==> src/sv/lj_pkg.sv <==
// shared types, constants and saturation helpers for the lennard-jones pair force block
`timescale 1ns / 1ps
package lj_pkg;

	localparam int MAX_ATOMS = 64;
	localparam int ATOM_W    = $clog2(MAX_ATOMS);
	localparam int IDX_W     = 6;
	localparam int CNT_W     = 7;
	localparam int ACC_W     = 48;
	localparam int OUT_W     = 48;
	localparam int QDEPTH    = 2;
	localparam int QPTR_W    = 1;
	localparam int QCNT_W    = 2;

	localparam logic [63:0] Q_ONE    = 64'd1 << 24;
	localparam logic [63:0] MAG_CAP  = (64'd1 << 62) - 64'd1;
	localparam logic [63:0] CAP_DIV6 = MAG_CAP / 64'd6;

	localparam logic signed [65:0] ACC_MAX = (66'sd1 <<< (ACC_W - 1)) - 66'sd1;
	localparam logic signed [65:0] ACC_MIN = -ACC_MAX - 66'sd1;
	localparam logic signed [65:0] OUT_MAX = (66'sd1 <<< (OUT_W - 1)) - 66'sd1;
	localparam logic signed [65:0] OUT_MIN = -OUT_MAX - 66'sd1;

	localparam logic [1:0] REG_WELL_DEPTH = 2'd0;
	localparam logic [1:0] REG_SIGMA      = 2'd1;
	localparam logic [1:0] REG_SHIFT      = 2'd2;

	typedef struct packed {
		logic [31:0]        well_depth;
		logic [31:0]        sigma;
		logic signed [31:0] shift;
	} lj_cfg_t;

	typedef struct packed {
		logic               do_pair;
		logic               frame_end;
		logic [IDX_W-1:0]   i;
		logic [IDX_W-1:0]   j;
		logic signed [31:0] dx;
		logic signed [31:0] dy;
		logic signed [31:0] dz;
		logic [31:0]        r;
		logic [CNT_W-1:0]   n;
	} lj_item_t;

	typedef enum logic [4:0] {
		S_IDLE, S_DIVQ, S_MQQ, S_MQ3, S_MA, S_MB, S_ME, S_EACC, S_MT, S_T6, S_DIVK,
		S_MFX, S_MFY, S_MFZ, S_RDJ, S_WRJ, S_RDI, S_WRI,
		S_ROST, S_RORD, S_ROLD, S_ROW, S_CLR
	} lj_state_t;

	function automatic logic signed [65:0] acc_ext(input logic [ACC_W-1:0] v);
		acc_ext = {{(66 - ACC_W){v[ACC_W-1]}}, v};
	endfunction

	function automatic logic [ACC_W-1:0] sat_acc(input logic signed [65:0] v);
		logic signed [65:0] s;
		s = v;
		if (v > ACC_MAX) s = ACC_MAX;
		if (v < ACC_MIN) s = ACC_MIN;
		sat_acc = s[ACC_W-1:0];
	endfunction

	function automatic logic [OUT_W-1:0] sat_out(input logic [ACC_W-1:0] v);
		logic signed [65:0] w;
		logic signed [65:0] s;
		w = acc_ext(v);
		s = w;
		if (w > OUT_MAX) s = OUT_MAX;
		if (w < OUT_MIN) s = OUT_MIN;
		sat_out = s[OUT_W-1:0];
	endfunction

endpackage

==> src/sv/lj_front.sv <==
// input side: accepts items, sorts out skipped pairs and queues work for the back end
`timescale 1ns / 1ps
module lj_front (
	input  logic                clk,
	input  logic                arst_n,
	input  logic                in_valid,
	output logic                in_ready,
	input  logic                has_pair,
	input  logic [5:0]          first_atom,
	input  logic [5:0]          second_atom,
	input  logic signed [31:0]  delta_x,
	input  logic signed [31:0]  delta_y,
	input  logic signed [31:0]  delta_z,
	input  logic [31:0]         separation,
	input  logic [6:0]          atom_count,
	input  logic                frame_end,
	output lj_pkg::lj_item_t    head,
	output logic                head_valid,
	input  logic                head_pop
);
	import lj_pkg::*;

	lj_item_t          ent_q [QDEPTH];
	logic [QPTR_W-1:0] wr_ptr_q, rd_ptr_q;
	logic [QCNT_W-1:0] count_q;
	lj_item_t          item;
	logic              push;

	always_comb begin
		item.i         = first_atom;
		item.j         = second_atom;
		item.dx        = delta_x;
		item.dy        = delta_y;
		item.dz        = delta_z;
		item.r         = separation;
		item.frame_end = frame_end;
		item.n         = (atom_count > CNT_W'(MAX_ATOMS)) ? CNT_W'(MAX_ATOMS) : atom_count;
		item.do_pair   = has_pair && (first_atom != second_atom) && (separation != 32'd0)
			&& ({1'b0, first_atom} < CNT_W'(MAX_ATOMS))
			&& ({1'b0, second_atom} < CNT_W'(MAX_ATOMS));
	end

	assign in_ready   = (count_q != QCNT_W'(QDEPTH));
	// items with no pair and no frame end cause nothing and are dropped here
	assign push       = in_valid && in_ready && (item.do_pair || item.frame_end);
	assign head       = ent_q[rd_ptr_q];
	assign head_valid = (count_q != '0);

	always_ff @(posedge clk) begin
		if (push) ent_q[wr_ptr_q] <= item;
	end

	always_ff @(posedge clk or negedge arst_n) begin
		if (!arst_n) begin
			wr_ptr_q <= '0;
			rd_ptr_q <= '0;
			count_q  <= '0;
		end else begin
			if (push) wr_ptr_q <= wr_ptr_q + 1'b1;
			if (head_pop) rd_ptr_q <= rd_ptr_q + 1'b1;
			case ({push, head_pop})
				2'b10:   count_q <= count_q + 1'b1;
				2'b01:   count_q <= count_q - 1'b1;
				default: count_q <= count_q;
			endcase
		end
	end

endmodule

==> config.mk <==
export PLATFORM = sky130hd
export DESIGN_NAME = lj_front
export DESIGN_NICKNAME = d
export VERILOG_FILES = /design/src/sv/lj_pkg.sv /design/src/sv/lj_front.sv
export SDC_FILE = /design/constraint.sdc
export NUM_CORES = 1
export LEC_CHECK = 0
export BUFFER_PORTS_ARGS = -buffer_cell sky130_fd_sc_hd__buf_2
export CORE_MARGIN = 1.5
export CORE_UTILIZATION = 47
export DETAILED_ROUTE_END_ITERATION = 12
export PLACE_DENSITY = 0.72
export SLEW_MARGIN = 5
export SYNTH_ARGS = -nofsm -noshare
export SYNTH_HDL_FRONTEND = slang
export SYNTH_SLANG_ARGS = --single-unit
==> constraint.sdc <==
create_clock -name clk -period 7.4 [get_ports clk]
set_input_delay 1.11 -clock clk [delete_from_list [all_inputs] [get_ports clk]]
set_output_delay 1.11 -clock clk [all_outputs]
set_load 0.01 [all_outputs]
Yosys cells after proc, flatten, opt, wreduce, memory -nomap -nowiden
Memory sizes are Yosys's and may differ from the RTL's.
Index checks and enable logic that the tools add are counted.
{"block": "word_totals", "reg_bits": 4, "ramBits": 298, "inputBits": 153, "output_inout_bits": 151, "word_cells": 25, "n_memories": 1}
{"block": "op_classes", "addsub": 4, "n_lt_le_gt_ge": 1, "n_eq_ne": 4, "n_mux": 4, "n_reduce_logical": 8}
{"name": "ent_q", "words": 2, "width": 149, "rd": 1, "rd_clocked_by_memory_dff": 0, "wr": 1, "line_no": "lj_front.sv:23", "source": "lj_item_t ent_q [QDEPTH];"}
{"op": "32-bit nonzero test", "n": 1}
{"op": "7-bit > comparator, second input constant", "n": 1}
{"op": "7-bit 2-to-1 mux", "n": 1}
{"op": "6-bit != test", "n": 1}
{"op": "1-bit logical AND", "n": 4}
{"op": "2-bit one-hot mux with 2 select lines", "n": 1}
{"op": "2-bit nonzero test", "n": 2}
{"op": "1-bit adder, second input constant", "n": 2}
{"op": "2-bit by 1-bit adder with 2-bit output, second input constant", "n": 1}
{"op": "2-bit by 1-bit == test with 1-bit output, second input constant", "n": 1}
{"op": "2-bit == test, second input constant", "n": 1}
{"op": "1-bit 2-to-1 mux", "n": 2}
{"op": "2-bit != test, second input constant", "n": 1}
{"op": "2-bit by 1-bit subtractor with 2-bit output, second input constant", "n": 1}
{"op": "1-bit logical OR", "n": 1}

Logic depth before layout (Yosys ltp)
{"block": "logic_depth", "depth_word": 7, "depth_mapped": 9, "depth_no_buf": 8}

Worst setup path before layout
No wires, ideal clock.
{"block": "synth_path", "path_type": "input-to-reg", "from": "input port first_atom[4]", "to": "memory ent_q[0][0] (netlist bit), enable pin", "setup_ps": 659, "arrival_ps": 8200, "required_ps": 6741, "setup_slack_ps": -1459, "cell_stages": 6, "path_buffers": 1, "path_cell_list": "xnor2_1 nand4_1 nor3_1 or4_1 buf_2 nor2_1"}
{"block": "synth_between", "elab_chain_cells": 7}
{"item": "start, declared", "line_no": "lj_front.sv:9", "source": "input logic [5:0] first_atom,"}
{"item": "6-bit != test", "line_no": "lj_front.sv:38", "source": "item.do_pair = has_pair && (first_atom != second_atom) && (separation != 32'd0)"}
{"item": "1-bit logical AND (2 in a row)", "line_no": "lj_front.sv:38"}
{"item": "1-bit logical OR", "line_no": "lj_front.sv:45", "source": "assign push = in_valid && in_ready && (item.do_pair || item.frame_end);"}
{"item": "1-bit logical AND", "line_no": "lj_front.sv:45"}
{"item": "1-bit 2-to-1 mux", "line_no": "lj_front.sv:50", "source": "if (push) ent_q[wr_ptr_q] <= item;"}
{"item": "1-bit 2-to-1 mux (not written as such)", "line_no": "lj_front.sv:50"}
{"item": "end, declared", "line_no": "lj_front.sv:23"}
No other way between the ends.

==> results.py <==
metrics = {
    "route": {
        "route.detailed.drc": 0,
        "route.vias.total": 5803,
        "routed_wl_um": 22200,
        "wl_per_cell_um": 18.8,
        "first_iter_violations": 363,
        "firstDrtPassIters": 6,
        "drtAntennaViolNets": 0,
        "vias_per_cell": 4.90,
    },
    "finish": {
        "multi_input_area_um2": 1980,
        "nets": 992,
        "area_growth_pct": 26.8,
        "seqCellArea_um2": 9050,
        "nFillCells": 1734,
        "drive_gt1_frac": 0.596,
    },
    "synthesis": {
        "synth_largest_area_cell": "edfxtp_1",
        "seq_area_frac_synth": 0.815,
        "synthTopCellsByArea": "edfxtp_1 81%, mux2_2 15%, dfrtp_1 0.90%",
        "postSynthCellCount": 514,
        "yosysMostFrequentCell": "edfxtp_1",
        "synth_warnings": 0,
        "synthTopCellsByCount": "298 x edfxtp_1, 149 x mux2_2, 13 x buf_2",
        "synth_edf_count": 298,
        "synth_ff_type": "edfxtp_1",
        "syn-num-nets": 668,
        "avgSynthCellArea_um2": 21.6,
        "async_flop_share": 0.0132,
        "synthesis.area_um2": 11100,
        "ys_types": 20,
        "synth_top_area_frac": 0.806,
        "ys_ff_latch": 302,
    },
    "sta": {
        "finalHoldViolCount": 0,
        "max_slew_margin": 0.420,
        "finalCritPeriodShare": 0.511,
        "rsz0062_at_grt": "false",
        "fmax_mhz": 264,
        "clock_skew_ps": 13.3,
        "slew_violations": 0,
        "setup_viol_count_final": 0,
        "worst_slew_pin_slew_ps": 869,
        "holdWs_ps": 364,
        "setup_slack_ps": 3620,
        "finalCriticalPeriod_ps": 3780,
        "totalNegativeSetupSlack_ps": 0,
    },
    "clocking": {
        "post_cts_buffers": 0,
        "cts_resized": 0,
        "hold_buffers": 0,
        "clockBufferDepth": 3,
        "cts_tree": "done",
        "clock_latency_ps": 540,
        "cts.clk_slew.worst_paths_ps": 60,
        "clock_sinks": 302,
        "cts-root-buf": "clkbuf_16",
        "htree_levels": 1,
        "cts_buffers": 30,
    },
    "placement": {
        "port_buffers": 303,
        "gp_congestion": 0.729,
        "detailed_place_hpwl_um": 14800,
        "pre_cts_slack_ps": 3330,
    },
    "worst_setup_path": {
        "crit_required_ps": 6290,
        "crit_family": "buffers and inverters",
        "cp.arrival_ps": 2670,
        "max_stage_delay_ps": 740,
        "startpoint_type": "flip-flop",
        "slowest_stage": "buf_4",
        "worstPathMaxFanout": 62,
        "path_buf_inv": 2,
        "crit_chain": "buf_4 -> mux2_2 -> buf_2",
        "critPathCaptureType": "output pin",
        "crit_type": "flip-flop to output pin",
    },
    "global_route": {
        "grt_overflow": 0,
        "antenna_found_initial": 4,
        "grt_pass1_wl_um": 32300,
        "grt_max_degree": 63,
        "grt_pass1_vias": 5936,
        "grt.total_usage": 0.174,
    },
    "floorplanning": {
        "core_area_um2": 23300,
        "ioPinCount": 304,
        "row_count": 56,
        "die_h_um": 157,
        "fp.dieArea_um2": 24600,
        "initial_core_util": 0.476,
        "die_x_um": 157,
    },
    "run": {
        "cap_violations": 0,
    },
    "pwr": {
        "max-vdd-ir-drop_v": 0.000275,
        "p_leak_nw": 5.21,
        "p_per_area_nw_per_um2": 380,
    },
    "run_status": {
        "outcome": "complete, no violations",
    },
    "worst_hold_path": {
        "min_path_type": "input port to async pin",
    },
}
-- layout make-up --
type,instances,share of cell area
clock inverter,23,0.0199
antenna,3,0.000533
tap,319,0.0283
timing repair buffer,311,0.112
inverter,1,0.000267
multi-input combinational,192,0.141
sequential,302,0.643
clock buffer,33,0.0556
-- where the power goes --
group,switching (mW),total [mW],leakage [nW],internal (mW)
registers,0.101,2.34,2.79,2.24
clock network,0.614,1.59,0.510,0.973
logic,0.782,1.43,1.91,0.647
-- metal layers --
layer | share of wire | routed length, µm | vias up | GRT usage
li1 | - | - | 2701 | -
met4 | 0.022 | 492 | 2 | 0.0522
met1 | 0.42 | 9400 | 2808 | 0.226
met3 | 0.077 | 1710 | 35 | 0.0510
met2 | 0.48 | 10600 | 257 | 0.285
met5 | 0.00031 | 7 | - | 0
-- state kept, by name, indices dropped and copies added, names as in the netlist --
name	cells
ent_q	298
count_q	2
rd_ptr_q	1
wr_ptr_q	1
-- final timing paths --
| check | start | to | slack [ps] | cells past startpoint |
|---|---|---|---|---|
| max reg2reg | count_q[0] | ent_q[0][72] | 4380 | 6 |
| max in group asynchronous | arst_n | rd_ptr_q | 6900 | 1 |
| min in group clk | count_q[1] | count_q[1] | 500 | 1 |
| max | rd_ptr_q | head[26] | 3620 | 3 |
| min reg2reg | count_q[1] | count_q[1] | 500 | 1 |
| min | arst_n | wr_ptr_q | 360 | 1 |
-- placed cells by master (no fill, tap or decap) --
master,netlist,final
buf_2,13,303
buf_4,0,8
bufinv_16,0,6
clkbuf_1,6,2
clkbuf_16,0,31
clkinv_1,0,5
clkinv_2,0,5
clkinv_4,0,2
clkinvlp_4,0,4
dfrtp_1,4,3
dfrtp_4,0,1
diode_2,0,3
edfxtp_1,298,298
ha_1,1,1
inv_1,1,1
inv_6,0,1
mux2_2,149,149
nand2_1,2,2
nand2b_1,1,1
nand4_1,3,3
nor2_1,6,4
nor2_4,0,2
nor2b_1,6,6
nor3_1,2,2
nor4_1,8,8
o21ai_0,1,1
or2_2,1,1
or4_1,1,1
xnor2_1,8,8
xnor2_2,1,1
xor2_1,2,2
-- through the flow --
| step | area (µm²) | util | std cells | total power [mW] |
|---|---|---|---|---|
| after floorplan | 11100 | - | 514 | 3.28 |
| after global placement | 13000 | 0.558 | 1125 | 3.81 |
| after detailed placement | 13000 | 0.558 | 1125 | 3.83 |
| after CTS | 14100 | 0.603 | 1181 | 5.42 |
| after global routing | 14100 | 0.604 | 1184 | 5.60 |
| final | 14100 | 0.604 | 1184 | 5.36 |
-- kinds of logic after synthesis --
group,count (synthesis),synth area share
flip-flops,302,0.815
multiplexers,149,0.151
AND/OR/NAND/NOR,30,0.0150
buffers and inverters,20,0.00822
XOR/XNOR,11,0.00935
AO/OA/AOI/OAI,1,0.000450
adder cells (fa/ha/maj),1,0.00113
Power figures use the tool's default switching activity.
